$ cat src/hdl/tsc_pkg.sv
package tsc_pkg;

	localparam int NumAttr = 8;
	localparam int AttrW = 25;
	localparam int MagW = 24;
	localparam int CellDepth = 16;
	localparam int CellAw = 4;
	localparam int MaxOut = 7;

	localparam logic [2:0] RegEnable = 3'd0;
	localparam logic [2:0] RegLeft = 3'd1;
	localparam logic [2:0] RegRight = 3'd2;
	localparam logic [2:0] RegTop = 3'd3;
	localparam logic [2:0] RegBottom = 3'd4;

	typedef struct packed {
		logic signed [23:0] x;
		logic signed [23:0] y;
		logic signed [15:0] u;
		logic signed [15:0] v;
		logic [7:0] r;
		logic [7:0] g;
		logic [7:0] b;
		logic [7:0] a;
	} vertex_t;

	typedef struct packed {
		vertex_t vtx;
		logic last;
		logic nul;
	} word_t;

	function automatic logic signed [AttrW-1:0] attr_get(vertex_t vx, int unsigned k);
		logic signed [AttrW-1:0] res;
		unique case (k)
			0: res = AttrW'(vx.x);
			1: res = AttrW'(vx.y);
			2: res = AttrW'(vx.u);
			3: res = AttrW'(vx.v);
			4: res = signed'(AttrW'(vx.r));
			5: res = signed'(AttrW'(vx.g));
			6: res = signed'(AttrW'(vx.b));
			default: res = signed'(AttrW'(vx.a));
		endcase
		return res;
	endfunction

	function automatic vertex_t attr_set(vertex_t vx, int unsigned k,
			logic signed [AttrW-1:0] val);
		vertex_t res;
		res = vx;
		unique case (k)
			0: res.x = val[23:0];
			1: res.y = val[23:0];
			2: res.u = val[15:0];
			3: res.v = val[15:0];
			4: res.r = val[7:0];
			5: res.g = val[7:0];
			6: res.b = val[7:0];
			default: res.a = val[7:0];
		endcase
		return res;
	endfunction

endpackage

$ cat src/hdl/tsc_if.sv


interface tsc_vout_if;
	logic valid;
	logic ready;
	logic signed [23:0] out_x;
	logic signed [23:0] out_y;
	logic signed [15:0] out_u;
	logic signed [15:0] out_v;
	logic [7:0] out_red;
	logic [7:0] out_green;
	logic [7:0] out_blue;
	logic [7:0] out_alpha;
	logic [2:0] vertex_position;
	logic polygon_last;

	modport source(output valid, output out_x, output out_y, output out_u, output out_v,
		output out_red, output out_green, output out_blue, output out_alpha,
		output vertex_position, output polygon_last, input ready);
	modport sink(input valid, input out_x, input out_y, input out_u, input out_v,
		input out_red, input out_green, input out_blue, input out_alpha,
		input vertex_position, input polygon_last, output ready);
endinterface

$ cat src/hdl/tsc_collect.sv
module tsc_collect (
	input logic clk,
	input logic arst_n,
	input logic in_valid,
	output logic in_ready,
	input tsc_pkg::word_t in_word,
	tsc_vout_if.source vout
);
	typedef enum logic [1:0] {
		C_FILL = 2'b01,
		C_EMIT = 2'b10
	} kstate_t;

	kstate_t state_q;
	tsc_pkg::vertex_t buf_q [tsc_pkg::MaxOut];
	tsc_pkg::vertex_t o_vtx_q;
	logic [2:0] cnt_q, eidx_q, cnt_nx, o_pos_q;
	logic o_last_q, ov_q, store, load, e_last;

	assign in_ready = (state_q == C_FILL);
	assign store = in_valid && !in_word.nul && (cnt_q != 3'(tsc_pkg::MaxOut));
	assign cnt_nx = store ? cnt_q + 3'd1 : cnt_q;
	assign load = (state_q == C_EMIT) && (!ov_q || vout.ready);
	assign e_last = (eidx_q == cnt_q - 3'd1);

	assign vout.valid = ov_q;
	assign vout.out_x = o_vtx_q.x;
	assign vout.out_y = o_vtx_q.y;
	assign vout.out_u = o_vtx_q.u;
	assign vout.out_v = o_vtx_q.v;
	assign vout.out_red = o_vtx_q.r;
	assign vout.out_green = o_vtx_q.g;
	assign vout.out_blue = o_vtx_q.b;
	assign vout.out_alpha = o_vtx_q.a;
	assign vout.vertex_position = o_pos_q;
	assign vout.polygon_last = o_last_q;

	always_ff @(posedge clk or negedge arst_n) begin
		if (!arst_n) begin
			state_q <= C_FILL;
			cnt_q <= '0;
			eidx_q <= '0;
			ov_q <= 1'b0;
		end else begin
			if (load) begin
				ov_q <= 1'b1;
			end else if (vout.ready) begin
				ov_q <= 1'b0;
			end
			unique case (state_q)
				C_FILL: begin
					if (in_valid) begin
						if (in_word.last) begin
							eidx_q <= '0;
							if (cnt_nx >= 3'd3) begin
								cnt_q <= cnt_nx;
								state_q <= C_EMIT;
							end else begin
								cnt_q <= '0;
							end
						end else begin
							cnt_q <= cnt_nx;
						end
					end
				end
				C_EMIT: begin
					if (load) begin
						if (e_last) begin
							cnt_q <= '0;
							state_q <= C_FILL;
						end else begin
							eidx_q <= eidx_q + 3'd1;
						end
					end
				end
				default: state_q <= C_FILL;
			endcase
		end
	end

	always_ff @(posedge clk) begin
		if (state_q == C_FILL && store) begin
			buf_q[cnt_q] <= in_word.vtx;
		end
		if (load) begin
			o_vtx_q <= buf_q[eidx_q];
			o_pos_q <= eidx_q;
			o_last_q <= e_last;
		end
	end

endmodule

$ cat src/flat_wrapper.sv
// flat-port wrapper written by rule: the top's interface ports become plain ports
module tsc_collect_flat 
  (clk, arst_n, in_valid, in_ready, in_word, vout_valid, vout_out_x, vout_out_y, vout_out_u, vout_out_v, vout_out_red, vout_out_green, vout_out_blue, vout_out_alpha, vout_vertex_position, vout_polygon_last, vout_ready);
  tsc_vout_if vout_i ();
  input logic clk;
  input logic arst_n;
  input logic in_valid;
  output logic in_ready;
  input tsc_pkg::word_t in_word;
  output wire logic [$bits(vout_i.valid)-1:0] vout_valid;
  output wire logic [$bits(vout_i.out_x)-1:0] vout_out_x;
  output wire logic [$bits(vout_i.out_y)-1:0] vout_out_y;
  output wire logic [$bits(vout_i.out_u)-1:0] vout_out_u;
  output wire logic [$bits(vout_i.out_v)-1:0] vout_out_v;
  output wire logic [$bits(vout_i.out_red)-1:0] vout_out_red;
  output wire logic [$bits(vout_i.out_green)-1:0] vout_out_green;
  output wire logic [$bits(vout_i.out_blue)-1:0] vout_out_blue;
  output wire logic [$bits(vout_i.out_alpha)-1:0] vout_out_alpha;
  output wire logic [$bits(vout_i.vertex_position)-1:0] vout_vertex_position;
  output wire logic [$bits(vout_i.polygon_last)-1:0] vout_polygon_last;
  input wire logic [$bits(vout_i.ready)-1:0] vout_ready;
  assign vout_valid = vout_i.valid;
  assign vout_out_x = vout_i.out_x;
  assign vout_out_y = vout_i.out_y;
  assign vout_out_u = vout_i.out_u;
  assign vout_out_v = vout_i.out_v;
  assign vout_out_red = vout_i.out_red;
  assign vout_out_green = vout_i.out_green;
  assign vout_out_blue = vout_i.out_blue;
  assign vout_out_alpha = vout_i.out_alpha;
  assign vout_vertex_position = vout_i.vertex_position;
  assign vout_polygon_last = vout_i.polygon_last;
  assign vout_i.ready = vout_ready;
  tsc_collect u_core (.clk(clk), .arst_n(arst_n), .in_valid(in_valid), .in_ready(in_ready), .in_word(in_word), .vout(vout_i));
endmodule
$ cat config.mk
export PLATFORM = sky130hd
export DESIGN_NAME = tsc_collect_flat
export DESIGN_NICKNAME = d
export VERILOG_FILES = /design/src/hdl/tsc_pkg.sv /design/src/hdl/tsc_if.sv /design/src/hdl/tsc_collect.sv /design/src/flat_wrapper.sv
export SDC_FILE = /design/constraint.sdc
export NUM_CORES = 1
export LEC_CHECK = 0
export BUFFER_PORTS_ARGS = -buffer_cell sky130_fd_sc_hd__buf_2
export CORE_MARGIN = 3
export CORE_UTILIZATION = 45
export DETAILED_ROUTE_END_ITERATION = 7
export GPL_ROUTABILITY_DRIVEN = 0
export SLEW_MARGIN = 10
export SYNTH_ARGS = -nofsm -noshare
export SYNTH_HDL_FRONTEND = slang
export SYNTH_SLANG_ARGS = --single-unit
$ cat constraint.sdc
create_clock -name clk -period 10.57 [get_ports clk]
set_input_delay 1.057 -clock clk [delete_from_list [all_inputs] [get_ports clk]]
set_output_delay 1.057 -clock clk [all_outputs]
set_load 0.005 [all_outputs]
### Word-level counts from Yosys, hierarchy flattened

Memories as Yosys holds them, arrays and structs flattened. A register that Yosys moved wholly into a read port is not among the register bits.
Index checks and enable logic that the tools add are counted.

| operators by class | value |
|---|---|
| equal/unequal tests | 10 |
| add/sub/neg operators | 3 |
| shift-type cells | 0 |
| $lt $le $gt $ge | 1 |
| reductions and logical operators | 12 |
| bitwise gates (word level) | 0 |
| multipliers | 0 |
| multiplexer cells | 22 |
| div/mod/pow operators | 0 |

Operators with widths:

| kind | count |
|---|---|
| 3-bit two-way mux | 10 |
| 3-bit case mux with 2 select lines | 2 |
| 2-bit two-way mux | 5 |
| 5-bit AND reduction | 2 |
| 2-bit by 1-bit inequality test with 1-bit output (second input constant) | 4 |
| 3-bit by 1-bit adder with 3-bit output (second input constant) | 2 |
| 1-bit logical AND | 4 |
| 1-bit two-way mux | 4 |
| 2-bit inequality test (second input constant) | 2 |
| 2-bit case mux with 2 select lines | 1 |
| 4-bit AND reduction | 1 |
| 2-bit nonzero test | 2 |
| 3-bit equality test | 1 |
| 3-bit by 2-bit greater-or-equal comparator with 1-bit output (second input constant) | 1 |
| 3-bit inequality test (second input constant) | 1 |
| 3-bit by 1-bit subtractor with 3-bit output (second input constant) | 1 |
| 2-bit by 1-bit equality test with 1-bit output (second input constant) | 1 |
| 2-bit equality test (second input constant) | 1 |
| 1-bit zero test | 2 |
| 1-bit logical OR | 1 |

| storage, ports and cells | value |
|---|---|
| RAM bits | 784 |
| register bits | 13 |
| bits in read-only memories | 0 |
| memories | 1 |
| latch bits | 0 |

Memory list:

| memory | depth | width | rd ports | clocked after memory_dff | wr ports | RTL line | RTL |
|---|---|---|---|---|---|---|---|
| u_core.buf_q | 7 | 112 | 1 | 1 | 1 | tsc_collect.sv:15 | `tsc_pkg::vertex_t buf_q [tsc_pkg::MaxOut];` |

### Logic depth before layout (Yosys ltp)

| depth | value |
|---|---|
| depth after elaboration | 9 |
| gate-level depth with buffers | 7 |
| mapped depth without buffers | 6 |

### Least setup slack after synthesis

Ideal clock, no wire load.

| timing | value |
|---|---|
| path type | input -> register |
| start | in in_word[0] (netlist bit) |
| end | mem u_core.buf_q[0][0] (netlist bit), enable pin |
| stages | 3 |
| slack | 662 ps |
| path buffers | 0 |
| data arrival time | 9188 ps |
| library setup time | 720 ps |
| data required time | 9850 ps |
| cells stage by stage | nor3b_2 > nand3_1 > nor3_1 |

| between the ends | value |
|---|---|
| cells in the longest elaborated chain, start to end | 6 |

Ends and longest elaborated chain:

| what | RTL line | RTL |
|---|---|---|
| start, declared | flat_wrapper.sv:9 | `input tsc_pkg::word_t in_word;` |
| 1-bit zero test | tsc_collect.sv:21 | `assign store = in_valid && !in_word.nul && (cnt_q != 3'(tsc_pkg::MaxOut));` |
| 1-bit logical AND (2 in a row) | tsc_collect.sv:21 |  |
| 1-bit logical AND | tsc_collect.sv:82 | `if (state_q == C_FILL && store) begin` |
| 1-bit two-way mux | tsc_collect.sv:82 |  |
| 1-bit two-way mux (implied by the code) | tsc_collect.sv:83 | `buf_q[cnt_q] <= in_word.vtx;` |
| end, declared | tsc_collect.sv:15 |  |

Every way passes these cells.

### Final worst setup path

| timing | value |
|---|---|
| start | reg u_core.cnt_q[1] |
| end | mem u_core.buf_q[6][98] (netlist bit), enable pin |

| between the ends | value |
|---|---|
| cells in the longest elaborated chain, start to end | 5 |

Ends and longest elaborated chain:

| what | RTL line | RTL |
|---|---|---|
| start, declared | tsc_collect.sv:17 | `logic [2:0] cnt_q, eidx_q, cnt_nx, o_pos_q;` |
| start signal, assigned | tsc_collect.sv:56 | `cnt_q <= cnt_nx;` |
| start signal, assigned | tsc_collect.sv:62 | `cnt_q <= cnt_nx;` |
| 3-bit inequality test | tsc_collect.sv:21 |  |
| 1-bit logical AND | tsc_collect.sv:21 |  |
| 1-bit logical AND | tsc_collect.sv:82 |  |
| 1-bit two-way mux | tsc_collect.sv:82 |  |
| 1-bit two-way mux (implied by the code) | tsc_collect.sv:83 |  |

Several ways; a longest one is shown, not always the timed one.

==> flow_summary.yaml <==
clocking:
  ctsHoldBuffers: 0
  cts_resized: 0
  clock_path_buffers: 3
  post_cts.repair.setup_buffers: 0
  htreeDepth: 3
  clock_latency_ns: 0.64
  cts_tree: "built"
  cts_root_buffer: "clkbuf_16"
  cts.sinks: 909
  clk_pin_slew_ns: 0.06
  cts_buffers: 94
synthesis:
  syn_area_per_cell_um2: 21.1
  synthFlopType: "edfxtp_1"
  synth.distinct_cells: 35
  async_flop_share_pct: 0.990
  postSynthCellCount: 1614
  synth_warnings: 0
  synth_area_um2: 34100
  synth_nets: 1736
  synth-seq-cells: 909
  synth_edf_count: 900
  ys_seq_area_share_pct: 79.9
route:
  num_vias: 15778
  ant_nets: 0
  wire_per_inst_um: 24.0
  drcViolationCount: 0
  drt_iter0_drc: 1115
  vias_per_cell: 5.36
  dr.pass1.iters: 6
  wirelength_mm: 70.7
critical_path:
  crit_path_max_fanout: 65
  r2r-start: "u_core.cnt_q[1]"
  reg2regPathDepth: 7
  regToRegEndpoint: "u_core.buf_q[6][98]"
  end_kind: "register"
  startpoint: "u_core.cnt_q[1]"
  critPathArrivalTime_ns: 4.43
  crit_type: "reg -> reg"
  crit_required_ns: 10.81
  endpoint: "u_core.buf_q[6][98]"
  critPathLaunchType: "register"
  r2r_slack_ns: 6.37
timing:
  finalSetupTns_ns: 0
  rsz0062_at_grt: "false"
  clock.fmax_mhz: 238
  fin_crit_ns: 4.20
  slew_viol_final: 0
  hold_viol: 0
  skew_ns: 0.0232
  period_share_pct: 39.7
  slew_headroom_pct: 27.3
  tightest_slew_ns: 1.09
  setup_viol: 0
placement:
  port_buffers: 235
  dpl.hpwl_mm: 37.3
  dp.cells: 2759
die:
  fp.dieW_um: 281
  core_area_um2: 74800
  die-area_um2: 79100
  die_h_um: 281
  initial_core_util_pct: 45.6
  std_cell_rows: 100
  ioPinCount: 236
pwr:
  p_per_area_nw_per_um2: 214
  peakVddDrop_uv: 127
  p_leak_nw: 12.5
global_route:
  grt_max_degree: 167
  overflow: 0
  grt_pass1_vias: 16629
  antenna_found_initial: 27
  grtUsageTotal_pct: 18.0
  grt_pass1_wl_mm: 106
cells_and_area:
  fill_cells: 5861
  drive_above_1_share_pct: 32.2
  seq_area_um2: 27300
  multi_input_area_um2: 6330
  finalNetCount: 2008
  synthToLayoutAreaGrowth_pct: 15.6
  fin_cells: 2944
outcome:
  status: "finished, final reports clean"
worst_hold_path:
  hold_path_class: "in -> async"
run:
  maxCapViolCount: 0
-- report_power, final --
part / switching, W / total, W / internal, W
Sequential: 0.0000413 / 0.00407 / 0.00403
Combinational: 0.000473 / 0.000987 / 0.000514
Clock: 0.00136 / 0.00337 / 0.00201
-- critical path, cell delays in order, from the launching register on --
cell and delay [ns]:
dfrtp_1 0.48, ha_1 0.25, ha_1 0.19, nor3b_2 0.39
nand3_1 0.38, nor2_4 0.47, buf_4 0.61, buf_4 0.92
-- placed cells by master, fill, tap and decap left out, types with 3 or more instances in the layout --
cell type / n
edfxtp_1: 900
buf_2: 235
nand2_1: 123
o21ai_0: 114
mux2i_1: 113
mux4_2: 112
mux2_2: 112
clkbuf_16: 96
clkinv_1: 20
buf_4: 17
clkbuf_1: 16
bufinv_16: 14
clkinv_2: 13
diode_2: 11
clkinvlp_4: 6
inv_1: 5
nor2_4: 5
dfrtp_1: 5
ha_1: 4
buf_12: 4
nor2b_1: 3
nand2b_1: 3
inv_6: 3
nor2_1: 3
clkinv_4: 3
dfrtp_4: 3
-- cells by family after synthesis --
kind of cell | count (synthesis) | synth area share, %
DFF | 909 | 79.9
muxes | 337 | 14.4
and+or+nand+nor | 144 | 1.69
AOI/OAI and AO/OA | 131 | 2.07
buffers and inverters | 86 | 1.68
adders and majority gates | 4 | 0.147
xor gates and xnor gates | 3 | 0.117
-- state kept, by name, summed over array words and instances, names as in the netlist, 3 cells and up --
signal,cells
u_core.buf_q,784
u_core.vout.out_u,16
u_core.vout.out_red,8
u_core.vout.out_v,16
u_core.vout.out_green,8
u_core.eidx_q,3
u_core.vout.out_y,24
u_core.cnt_q,3
u_core.vout.out_x,24
u_core.vout.vertex_position,3
u_core.vout.out_blue,8
u_core.vout.out_alpha,8
-- per-layer routing --
metal | track usage, % | vias up | wire (um)
li1 | - | 7061 | -
met1 | 24.2 | 8218 | 30300
met2 | 29.6 | 374 | 34900
met3 | 4.31 | 111 | 4110
met4 | 4.98 | 14 | 1350
met5 | 0 | - | 82
-- synthesized netlist by cell type (3+ instances only) --
master	n	area, um2
mux2_2	112	1260
mux2i_1	113	1130
o21ai_0	114	571
buf_6	25	282
nor3_1	3	15.0
clkbuf_1	30	113
nor2b_1	3	18.8
buf_4	13	97.6
nand2_1	123	462
ha_1	4	50.1
dfrtp_1	8	200
mux4_2	112	2520
buf_2	12	60.1
inv_1	6	22.5
nand2b_1	3	18.8
nor2_1	8	30.0
edfxtp_1	900	27000
-- metrics by stage --
| step | util [%] | total power [W] | instance area, um2 | setup slack, ns | hold slack, ns |
|---|---|---|---|---|---|
| after floorplan | - | 0.00495 | 34100 | 0.662 | 0.420 |
| after global placement | 48.4 | 0.00515 | 36200 | 6.08 | 0.538 |
| after detailed placement | 48.4 | 0.00516 | 36200 | 6.05 | 0.548 |
| after CTS | 52.7 | 0.00854 | 39400 | 6.30 | 0.228 |
| after global routing | 52.7 | 0.00876 | 39400 | 6.16 | 0.235 |
| final | 52.7 | 0.00843 | 39400 | 6.37 | 0.262 |
-- worst min-delay path by stage --
| stage | from | endpoint | slack [ns] | cells after the start |
|---|---|---|---|---|
| global placement | u_core.vout.valid | u_core.vout.valid | 0.54 | 2 |
| CTS | arst_n | u_core.eidx_q[2] | 0.23 | 1 |
| finish | arst_n | u_core.vout.valid | 0.26 | 1 |
| detailed placement | u_core.vout.valid | u_core.vout.valid | 0.55 | 2 |
| global route | arst_n | u_core.eidx_q[2] | 0.24 | 1 |
| floorplan | u_core.eidx_q[2] | u_core.vout.vertex_position[2] | 0.42 | 0 |
-- final cells by class --
class                           instances  area share, %
Clock inverter                         62           1.87
Inverter                                6         0.0698
Tap cell                              969           3.07
Multi-Input combinational cell        619           16.1
Antenna cell                           11         0.0698
Timing Repair Buffer                  256           3.51
Sequential cell                       909           69.1
Clock buffer                          112           6.24
(Power assumes the default switching activity.)
